==> config.mk <==
export PLATFORM = sky130hd
export DESIGN_NAME = platform_interrupt_controller_top
export DESIGN_NICKNAME = d
export VERILOG_FILES = /design/src/rtl/pic_pkg.sv /design/src/rtl/pic_prio_ram.sv /design/src/rtl/platform_interrupt_controller_top.sv
export SDC_FILE = /design/constraint.sdc
export NUM_CORES = 2
export LEC_CHECK = 0
export ABC_AREA = 0
export BUFFER_PORTS_ARGS = -buffer_cell sky130_fd_sc_hd__buf_2
export CAP_MARGIN = 20
export CELL_PAD_IN_SITES_DETAIL_PLACEMENT = 1
export CELL_PAD_IN_SITES_GLOBAL_PLACEMENT = 2
export CORE_UTILIZATION = 45
export DETAILED_ROUTE_END_ITERATION = 8
export PLACE_DENSITY_LB_ADDON = 0.2
export REMOVE_ABC_BUFFERS = 1
export SYNTH_ARGS = -nofsm -noshare
export SYNTH_HDL_FRONTEND = slang
export SYNTH_SLANG_ARGS = --single-unit
==> constraint.sdc <==
create_clock -name clk -period 6.78 [get_ports clk]
set_input_delay 0.339 -clock clk [delete_from_list [all_inputs] [get_ports clk]]
set_output_delay 0.339 -clock clk [all_outputs]
set_load 0.05 [all_outputs]
==> src/rtl/pic_pkg.sv <==
// ----------------------------------------------------------------------------
// pic_pkg
// Shared codes, address map and default sizes of the interrupt controller.
// ----------------------------------------------------------------------------
package pic_pkg;

  // Request kinds
  typedef enum logic [1:0] {
    MODE_READ  = 2'd0,
    MODE_WRITE = 2'd1,
    MODE_LINE  = 2'd2,
    MODE_EVAL  = 2'd3
  } mode_t;

  localparam int DEF_NUM_SOURCES   = 256;
  localparam int DEF_PRIORITY_BITS = 3;

  localparam int WORD_BITS = 32;
  localparam int REG_BYTES = 4;

  // Register window bases
  localparam logic [21:0] PEND_BASE  = 22'h001000;
  localparam logic [21:0] EN_BASE    = 22'h002000;
  localparam logic [21:0] THR_BASE   = 22'h200000;
  localparam logic [21:0] CLAIM_BASE = 22'h200004;

endpackage

==> src/rtl/pic_prio_ram.sv <==
// ----------------------------------------------------------------------------
// pic_prio_ram
// Source priority store: one write port, one read port, registered read.
// ----------------------------------------------------------------------------
module pic_prio_ram #(
  parameter int DEPTH = pic_pkg::DEF_NUM_SOURCES,
  parameter int DW    = pic_pkg::DEF_PRIORITY_BITS,
  parameter int AW    = $clog2(DEPTH)
) (
  input  logic          clk,
  input  logic          we,
  input  logic [AW-1:0] waddr,
  input  logic [DW-1:0] wdata,
  input  logic [AW-1:0] raddr,
  output logic [DW-1:0] rdata
);

  logic [DW-1:0] mem [DEPTH];

  // Write port
  always_ff @(posedge clk) begin
    if (we) begin
      mem[waddr] <= wdata;
    end
  end

  // Registered read port
  always_ff @(posedge clk) begin
    rdata <= mem[raddr];
  end

endmodule

==> src/rtl/platform_interrupt_controller_top.sv <==
// ----------------------------------------------------------------------------
// platform_interrupt_controller_top
// Single-context interrupt controller with bus, source line and evaluate ops.
// ----------------------------------------------------------------------------
// A request is taken when start is high and busy is low; its one result
// appears on the out_ ports for a single cycle with out_valid and must be
// captured then. A source line update returns its result in the next cycle
// and leaves busy low, so such requests can follow every cycle. Bus reads
// and writes walk the access one byte per cycle through the priority memory,
// the bit-word registers or the threshold and claim registers, with busy high.
// Evaluate reads the priority memory once per source slot, one slot per cycle,
// and holds busy high. After reset a clearing pass writes the priority memory
// one slot per cycle, with busy high.
// ----------------------------------------------------------------------------
module platform_interrupt_controller_top #(
  parameter int NUM_SOURCES   = pic_pkg::DEF_NUM_SOURCES,
  parameter int PRIORITY_BITS = pic_pkg::DEF_PRIORITY_BITS
) (
  input  logic        clk,
  input  logic        rst_n,
  input  logic        start,
  output logic        busy,
  input  logic [1:0]  in_mode,
  input  logic [21:0] in_address,
  input  logic [31:0] in_write_data,
  input  logic [2:0]  in_byte_count,
  input  logic [7:0]  in_source_id,
  input  logic        in_line_level,
  output logic        out_valid,
  output logic [31:0] out_read_data,
  output logic        out_irq_request,
  output logic [7:0]  out_winner_id
);

  localparam int NUM_WORDS = (NUM_SOURCES + pic_pkg::WORD_BITS - 1) / pic_pkg::WORD_BITS;
  localparam int SLOTS     = NUM_WORDS * pic_pkg::WORD_BITS;
  localparam int ID_W      = $clog2(SLOTS);
  localparam int WW        = (NUM_WORDS > 1) ? $clog2(NUM_WORDS) : 1;
  localparam int OFFW      = $clog2(4 * SLOTS) + 1;
  localparam logic [21:0] PRIO_END = 22'(4 * NUM_SOURCES);
  localparam logic [21:0] BITS_LEN = 22'(4 * NUM_WORDS);
  localparam logic [21:0] REG_LEN  = 22'(pic_pkg::REG_BYTES);

  typedef enum logic [2:0] {
    ST_CLEAR, ST_IDLE, ST_BUS, ST_BUS_DONE, ST_SCAN, ST_SCAN_DONE
  } state_t;

  typedef enum logic [2:0] {
    W_NONE, W_PRIO, W_PEND, W_EN, W_THR, W_CLAIM
  } win_t;

  state_t state_r;

  // Architectural state outside the priority memory
  logic [31:0]              pend_r  [NUM_WORDS];
  logic [31:0]              en_r    [NUM_WORDS];
  logic [31:0]              claimd_r[NUM_WORDS];
  logic [PRIORITY_BITS-1:0] thr_r;
  logic [31:0]              claim_r;

  // Request registers
  win_t             win_r;
  logic             is_wr_r;
  logic [OFFW-1:0]  off_r;
  logic [OFFW-1:0]  size_r;
  logic [2:0]       n_r;
  logic [31:0]      wd_r;
  logic [1:0]       bk_r;
  logic [31:0]      rd_r;

  // Read tag for the byte issued last cycle
  logic             tag_v_r;
  logic             tag_prio_r;
  logic [1:0]       tag_k_r;
  logic [7:0]       tag_byte_r;

  // Scan registers
  logic [ID_W:0]            scan_r;
  logic                     ev_v_r;
  logic [ID_W-1:0]          ev_id_r;
  logic [PRIORITY_BITS-1:0] best_r;
  logic [ID_W-1:0]          winner_r;
  logic [ID_W-1:0]          clr_r;

  // Memory ports
  logic                     ram_we;
  logic [ID_W-1:0]          ram_waddr;
  logic [PRIORITY_BITS-1:0] ram_wdata;
  logic [ID_W-1:0]          ram_raddr;
  logic [PRIORITY_BITS-1:0] ram_q;

  // Decode of the incoming request
  win_t            dec_win;
  logic [OFFW-1:0] dec_off;
  logic [OFFW-1:0] dec_size;
  logic [2:0]      dec_n;

  // Current byte of a bus access
  logic [OFFW-1:0] bp;
  logic            bact;
  logic [WW-1:0]   bword;
  logic [1:0]      bbyte;
  logic [7:0]      wbyte;
  logic [ID_W-1:0] bslot;
  logic            prio_hit;

  logic [31:0]     rd_merge;
  logic [31:0]     cid;
  logic [31:0]     winner32;
  logic [WW-1:0]   ev_word;
  logic            ev_hit;

  pic_prio_ram #(
    .DEPTH(SLOTS),
    .DW   (PRIORITY_BITS),
    .AW   (ID_W)
  ) u_ram (
    .clk  (clk),
    .we   (ram_we),
    .waddr(ram_waddr),
    .wdata(ram_wdata),
    .raddr(ram_raddr),
    .rdata(ram_q)
  );

  assign busy = (state_r != ST_IDLE);

  // Pick the register window from the first byte of the access
  always_comb begin
    dec_win  = W_NONE;
    dec_off  = '0;
    dec_size = '0;
    if (in_address < PRIO_END) begin
      if (in_address >= 22'd4) begin
        dec_win  = W_PRIO;
        dec_off  = OFFW'(in_address);
        dec_size = OFFW'(PRIO_END);
      end
    end else if (in_address >= pic_pkg::PEND_BASE &&
                 (in_address - pic_pkg::PEND_BASE) < BITS_LEN) begin
      dec_win  = W_PEND;
      dec_off  = OFFW'(in_address - pic_pkg::PEND_BASE);
      dec_size = OFFW'(BITS_LEN);
    end else if (in_address >= pic_pkg::EN_BASE &&
                 (in_address - pic_pkg::EN_BASE) < BITS_LEN) begin
      dec_win  = W_EN;
      dec_off  = OFFW'(in_address - pic_pkg::EN_BASE);
      dec_size = OFFW'(BITS_LEN);
    end else if (in_address >= pic_pkg::THR_BASE &&
                 (in_address - pic_pkg::THR_BASE) < REG_LEN) begin
      dec_win  = W_THR;
      dec_off  = OFFW'(in_address - pic_pkg::THR_BASE);
      dec_size = OFFW'(REG_LEN);
    end else if (in_address >= pic_pkg::CLAIM_BASE &&
                 (in_address - pic_pkg::CLAIM_BASE) < REG_LEN) begin
      dec_win  = W_CLAIM;
      dec_off  = OFFW'(in_address - pic_pkg::CLAIM_BASE);
      dec_size = OFFW'(REG_LEN);
    end
    dec_n = (in_byte_count > 3'd4) ? 3'd4 : in_byte_count;
  end

  // Locate the current byte of the bus access
  always_comb begin
    bp       = off_r + OFFW'(bk_r);
    bact     = (state_r == ST_BUS) && ({1'b0, bk_r} < n_r) && (bp < size_r);
    bword    = WW'(bp >> 2);
    bbyte    = bp[1:0];
    bslot    = ID_W'(bp >> 2);
    wbyte    = wd_r[{bk_r, 3'b000} +: 8];
    prio_hit = bact && (win_r == W_PRIO) && (bp[1:0] == 2'd0);
  end

  // Fold the byte read last cycle into the read word
  always_comb begin
    rd_merge = rd_r;
    if (tag_v_r) begin
      rd_merge[{tag_k_r, 3'b000} +: 8] = tag_prio_r ? 8'(ram_q) : tag_byte_r;
    end
  end

  // Claim id of a claim write: the low byte_count bytes of the data
  always_comb begin
    case (n_r)
      3'd0:    cid = 32'd0;
      3'd1:    cid = {24'd0, wd_r[7:0]};
      3'd2:    cid = {16'd0, wd_r[15:0]};
      3'd3:    cid = {8'd0, wd_r[23:0]};
      default: cid = wd_r;
    endcase
  end

  // Scan stage candidate test
  always_comb begin
    ev_word = WW'(ev_id_r >> 5);
    ev_hit  = ev_v_r && en_r[ev_word][ev_id_r[4:0]] && pend_r[ev_word][ev_id_r[4:0]] &&
              (ram_q >= thr_r);
  end

  assign winner32 = 32'(winner_r);

  // Drive the priority memory
  always_comb begin
    ram_we    = 1'b0;
    ram_waddr = bslot;
    ram_wdata = wbyte[PRIORITY_BITS-1:0];
    ram_raddr = bslot;
    if (state_r == ST_CLEAR) begin
      ram_we    = 1'b1;
      ram_waddr = clr_r;
      ram_wdata = '0;
    end else if (state_r == ST_SCAN) begin
      ram_raddr = scan_r[ID_W-1:0];
    end else if (prio_hit && is_wr_r) begin
      ram_we = 1'b1;
    end
  end

  // Sequencer, state updates and result registers
  always_ff @(posedge clk) begin
    if (!rst_n) begin
      state_r   <= ST_CLEAR;
      clr_r     <= '0;
      thr_r     <= '0;
      claim_r   <= '0;
      out_valid <= 1'b0;
      tag_v_r   <= 1'b0;
      ev_v_r    <= 1'b0;
      for (int i = 0; i < NUM_WORDS; i++) begin
        pend_r[i]   <= '0;
        en_r[i]     <= '0;
        claimd_r[i] <= '0;
      end
    end else begin
      out_valid <= 1'b0;
      unique case (state_r)
        ST_CLEAR: begin
          clr_r <= clr_r + 1'b1;
          if (clr_r == ID_W'(SLOTS - 1)) begin
            state_r <= ST_IDLE;
          end
        end

        ST_IDLE: begin
          if (start) begin
            win_r   <= dec_win;
            off_r   <= dec_off;
            size_r  <= dec_size;
            n_r     <= dec_n;
            wd_r    <= in_write_data;
            is_wr_r <= (in_mode == pic_pkg::MODE_WRITE);
            bk_r    <= '0;
            rd_r    <= '0;
            tag_v_r <= 1'b0;
            unique case (in_mode)
              pic_pkg::MODE_LINE: begin
                if (32'(in_source_id) < 32'(SLOTS)) begin
                  pend_r[WW'(in_source_id >> 5)][in_source_id[4:0]] <= in_line_level;
                end
                out_valid       <= 1'b1;
                out_read_data   <= '0;
                out_irq_request <= 1'b0;
                out_winner_id   <= '0;
              end
              pic_pkg::MODE_EVAL: begin
                scan_r   <= '0;
                ev_v_r   <= 1'b0;
                best_r   <= '0;
                winner_r <= '0;
                state_r  <= ST_SCAN;
              end
              default: begin
                state_r <= ST_BUS;
              end
            endcase
          end
        end

        ST_BUS: begin
          // Issue one byte, fold in the previous one
          rd_r       <= rd_merge;
          tag_k_r    <= bk_r;
          tag_prio_r <= 1'b0;
          tag_byte_r <= '0;
          tag_v_r    <= bact && !is_wr_r;
          bk_r       <= bk_r + 1'b1;
          if (bact) begin
            case (win_r)
              W_PRIO: begin
                tag_prio_r <= 1'b1;
                tag_v_r    <= prio_hit && !is_wr_r;
              end
              W_PEND: begin
                if (is_wr_r) pend_r[bword][{bbyte, 3'b000} +: 8] <= wbyte;
                tag_byte_r <= pend_r[bword][{bbyte, 3'b000} +: 8];
              end
              W_EN: begin
                if (is_wr_r) en_r[bword][{bbyte, 3'b000} +: 8] <= wbyte;
                tag_byte_r <= en_r[bword][{bbyte, 3'b000} +: 8];
              end
              W_THR: begin
                if (is_wr_r && bp == '0) thr_r <= wbyte[PRIORITY_BITS-1:0];
                if (bp == '0) tag_byte_r <= 8'(thr_r);
              end
              W_CLAIM: begin
                if (is_wr_r) claim_r[{bbyte, 3'b000} +: 8] <= wbyte;
                tag_byte_r <= claim_r[{bbyte, 3'b000} +: 8];
              end
              default: begin
                tag_v_r <= 1'b0;
              end
            endcase
          end
          if (bk_r == 2'd3) begin
            state_r <= ST_BUS_DONE;
          end
        end

        ST_BUS_DONE: begin
          // Apply claim side effects and deliver the result
          tag_v_r <= 1'b0;
          if (win_r == W_CLAIM) begin
            if (is_wr_r) begin
              if (cid < 32'(SLOTS)) begin
                claimd_r[WW'(cid >> 5)][cid[4:0]] <= 1'b0;
              end
            end else if (claim_r < 32'(SLOTS) &&
                         pend_r[WW'(claim_r >> 5)][claim_r[4:0]]) begin
              claimd_r[WW'(claim_r >> 5)][claim_r[4:0]] <= 1'b1;
            end
          end
          out_valid       <= 1'b1;
          out_read_data   <= is_wr_r ? 32'd0 : rd_merge;
          out_irq_request <= 1'b0;
          out_winner_id   <= '0;
          state_r         <= ST_IDLE;
        end

        ST_SCAN: begin
          // Read one slot, judge the slot read last cycle
          ev_v_r  <= (scan_r < (ID_W + 1)'(SLOTS));
          ev_id_r <= scan_r[ID_W-1:0];
          scan_r  <= scan_r + 1'b1;
          if (ev_hit) begin
            if (claimd_r[ev_word][ev_id_r[4:0]]) begin
              pend_r[ev_word][ev_id_r[4:0]] <= 1'b0;
            end else if (ram_q >= best_r) begin
              best_r   <= ram_q;
              winner_r <= ev_id_r;
            end
          end
          if (scan_r == (ID_W + 1)'(SLOTS)) begin
            state_r <= ST_SCAN_DONE;
          end
        end

        ST_SCAN_DONE: begin
          ev_v_r          <= 1'b0;
          claim_r         <= winner32;
          out_valid       <= 1'b1;
          out_read_data   <= '0;
          out_irq_request <= (winner_r != '0);
          out_winner_id   <= winner32[7:0];
          state_r         <= ST_IDLE;
        end

        default: begin
          state_r <= ST_IDLE;
        end
      endcase
    end
  end

endmodule

==> run_results.csv <==
group,metric,value,unit
worst_setup_path,r2r_end,"pend_r[0][1]$_SDFFCE_PN0P_",
layout,instances_no_fill,9662,
layout,register_area,0.0523,mm^2
cts,cts_resized,0,
logic_synthesis,netlist_area,0.0872,mm^2
logic_synthesis,yosys_warnings,0,
cts,cts.path.max_buffers,3,
floorplan,coreArea,0.192,mm^2
layout,drive_gt1_frac,0.168,
logic_synthesis,synth_cells,6948,
power_and_ir_drop,finalPower,0.0237,W
worst_setup_path,path_class,"flop to flop",
status,violations,"slew limit",
detailed_routing,drtIter0Drc,8444,
timing,fin_ws,1.23,ns
timing,worstMarginPinSlew,1.68,ns
layout,multiInputGateArea,0.0328,mm^2
worst_setup_path,cp.required,7.41,ns
worst_setup_path,critical_path.cell_chain,"ha_2 -> fa_1 -> nand2_1 -> nor2_1 -> nand2_1 -> xnor2_1 -> ha_1 -> nor3_1 -> inv_1 -> nor4_2 -> o211ai_1 -> buf_4 -> o21ai_2 -> buf_4 -> o21ba_2",
worst_setup_path,path_max_fanout,26,
cts,cts_buffers,191,
logic_synthesis,postSynthAreaPerCell,12.5,um^2
timing,final_max_slew_viol_count,133,
cts,root_buffer,"clkbuf_16",
logic_synthesis,yosysSeqAreaShare,0.599,
floorplan,rows,161,
layout,nFillCells,19171,
grt,track_usage,0.335,
grt,grt_pass1_vias,64987,
timing,clock-skew-final,0.0595,ns
logic_synthesis,synth_area_leaders,"edfxtp_1 (59%), mux4_2 (11%), nor2_1 (5.7%)",
worst_setup_path,reg2reg_depth,15,
placed_design,dp_cells,9252,
power_and_ir_drop,power_leakage,31.8,nW
detailed_routing,drc,0,
cts,cts_setup_buffers,0,
detailed_routing,drt-vias-per-instance,6.62,
worst_setup_path,r2r_slack,1.23,ns
timing,rsz0062_at_grt,"false",
timing,timing.final.crit_share,0.818,
min_path,min_to,"off_r[2]$_DFFE_PP_",
worst_setup_path,start_kind,"flop",
cts,path_clk_slew,0.06,ns
logic_synthesis,synth-edff-count,1701,
min_path,hold_path.class,"input port to flop",
worst_setup_path,cpLargestDelayFamily,"simple AND/OR/NAND/NOR gates",
floorplan,boundaryPins,114,
logic_synthesis,synth_ff_type,"edfxtp_1",
cts,cts.sinks,1759,
worst_setup_path,r2r-start,"bk_r[0]$_SDFFCE_PN0P_",
detailed_routing,drtAntennaViolNets,0,
worst_setup_path,worst_path_max_delay_cell,"nor4_2",
detailed_routing,drt-total-wl,332000,um
worst_setup_path,crit_buf_inv,3,
grt,antenna_found_initial,20,
logic_synthesis,yosysTopAreaCell,"edfxtp_1",
placed_design,gp_congestion,0.934,
detailed_routing,wl_per_cell,34.4,um
floorplan,fp.dieW,442,um
timing,relSlewSlack,-0.121,
cts,cts_hold_buf,49,
run,maxCapViolCount,0,
layout,area_growth,12.1,%
placed_design,place_hpwl,219000,um
detailed_routing,via_count,64006,
grt,grt_max_degree,256,
worst_setup_path,endpoint_kind,"flop",
placed_design,io_buffers,113,
timing,setup_viol,0,
status,status,"finished, violations left",
logic_synthesis,synth_top_area_frac,0.586,
logic_synthesis,synthArstFlopShare,0,
cts,tritoncts,"built",
timing,timing.fmax,180,MHz
placed_design,place_ws,1.43,ns
floorplan,dieHeight,442,um
worst_setup_path,arrival,6.17,ns
grt,grt_pass1_wl,473000,um
cts,clk_latency,0.88,ns
grt,grt_overflow,0,
detailed_routing,first_pass_iters,6,
layout,nets,7070,
timing,hold_viol_final,0,
cts,cts.htree.levels,4,
logic_synthesis,ys_ff_latch,1759,
min_path,whs_path_depth,3,
power_and_ir_drop,powerDensity,242,mW/mm^2
power_and_ir_drop,ir_drop,0.294,mV
timing,whs,0.0305,ns
logic_synthesis,yosysUniqueCellTypes,87,
timing,fin_crit,5.55,ns
worst_setup_path,max_stage_delay,0.89,ns
floorplan,dieArea,0.195,mm^2
min_path,min_from,"in_address[2]",
floorplan,start_util,0.453,
cell type report:
class | count | area share
tap | 2526 | 0.0323
clock buffer | 240 | 0.0518
inverter | 48 | 0.00184
antenna | 12 | 0.000307
sequential | 1759 | 0.535
multi-input combinational | 4590 | 0.335
timing repair buffer | 380 | 0.0324
clock inverter | 107 | 0.0111
synth_stat cells (all sizes together) (11+ instances only):
| master | count |
|---|---|
| nor4 | 41 |
| a211oi | 38 |
| xor2 | 12 |
| a22oi | 120 |
| nand3 | 136 |
| and3 | 24 |
| edfxtp | 1701 |
| nor3 | 82 |
| a31oi | 61 |
| o21ai | 409 |
| o22ai | 84 |
| nor3b | 14 |
| buf | 225 |
| mux4 | 412 |
| nor4b | 11 |
| inv | 46 |
| nand2b | 20 |
| or2 | 11 |
| or3 | 44 |
| mux2 | 23 |
| o21ba | 26 |
| a21oi | 156 |
| mux2i | 219 |
| nor2 | 1326 |
| a221oi | 30 |
| nand3b | 17 |
| dfxtp | 58 |
| o221ai | 37 |
| a311oi | 21 |
| nand4 | 26 |
| nand2 | 641 |
| o211ai | 46 |
| o21a | 192 |
| nor2b | 17 |
| ha | 28 |
| o32ai | 24 |
| clkbuf | 326 |
| and2 | 82 |
worst max path at each step:
stage	start	endpoint	slack, ns	depth (start not counted)
after floorplan	bk_r[0]$_SDFFCE_PN0P_	u_ram.rdata[1]$_DFF_P_	-7.98	10
after global placement	bk_r[0]$_SDFFCE_PN0P_	pend_r[0][14]$_SDFFCE_PN0P_	1.28	14
after detailed placement	flop	claimd_r[3][16]$_SDFFCE_PN0P_	1.43	11
after CTS	flop	pend_r[0][10]$_SDFFCE_PN0P_	1.40	12
after global routing	bk_r[0]$_SDFFCE_PN0P_	pend_r[0][10]$_SDFFCE_PN0P_	0.99	15
final	bk_r[0]$_SDFFCE_PN0P_	pend_r[0][1]$_SDFFCE_PN0P_	1.23	15
report_power, final:
group	leakage [nW]	switching [W]	total, W	internal (W)
Combinational	11.9	0.000718	0.00109	0.000374
Sequential	16.9	0.000122	0.0122	0.0120
Clock	2.98	0.00454	0.0104	0.00588
Total	31.8	0.00538	0.0237	0.0183
stage by stage:
stage / util / instance area (um^2) / setup TNS, ns
6_report: 0.508 / 97700 / 0
5_1_grt: 0.508 / 97700 / 0
4_1_cts: 0.508 / 97700 / 0
3_5_place_dp: 0.473 / 91000 / 0
3_3_place_gp: 0.473 / 91000 / 0
2_1_floorplan: - / 84700 / -4628.30
layout by cell type (no fill, tap or decap), drive strengths merged, types with 28 or more instances in the layout:
cell         instances
nor3                82
o21a               192
ha                  28
nand2              641
mux2i              219
nor4                41
clkinv              84
clkbuf             240
dfxtp               58
and2                82
buf                331
a21oi              156
nor2              1326
o22ai               84
mux4               412
or3                 44
inv                 50
o211ai              46
a31oi               61
dlygate4sd3         49
a22oi              120
edfxtp            1701
o221ai              37
o21ai              409
a211oi              38
nand3              136
a221oi              30
logic make-up (layout without fill, tap and decap cells):
family | Yosys count | after routing | share of synthesized area
other | 1 | 13 | 0.0000430
XOR/XNOR | 22 | 22 | 0.00221
adder cells (fa/ha/maj) | 29 | 29 | 0.00425
AO/OA/AOI/OAI | 1359 | 1359 | 0.104
buffers and inverters | 599 | 775 | 0.0299
multiplexers | 654 | 654 | 0.135
AND/OR/NAND/NOR | 2525 | 2525 | 0.126
flip-flops | 1759 | 1759 | 0.599
state kept, by name, summed over array words and instances, names as in the netlist, 9 cells and up, named ones only:
signal         cells
u_ram.mem        768
claimd_r         256
en_r             256
pend_r           256
claim_r           32
out_read_data     32
rd_r              32
wd_r              32
off_r             11
scan_r             9
layer usage:
metal  track usage  up-vias  wire [um]
met5             0        -         77
met4         0.190       10      21200
met3        0.0623      856      28800
met2         0.536     3423     157000
met1         0.430    33254     126000
li1              -    26463          -
worst min-delay path, stage by stage:
cell and delay (ns):
buf_2 0.14, nand2_1 0.06, o21ai_0 0.21
Power figures use the tool's default switching activity.
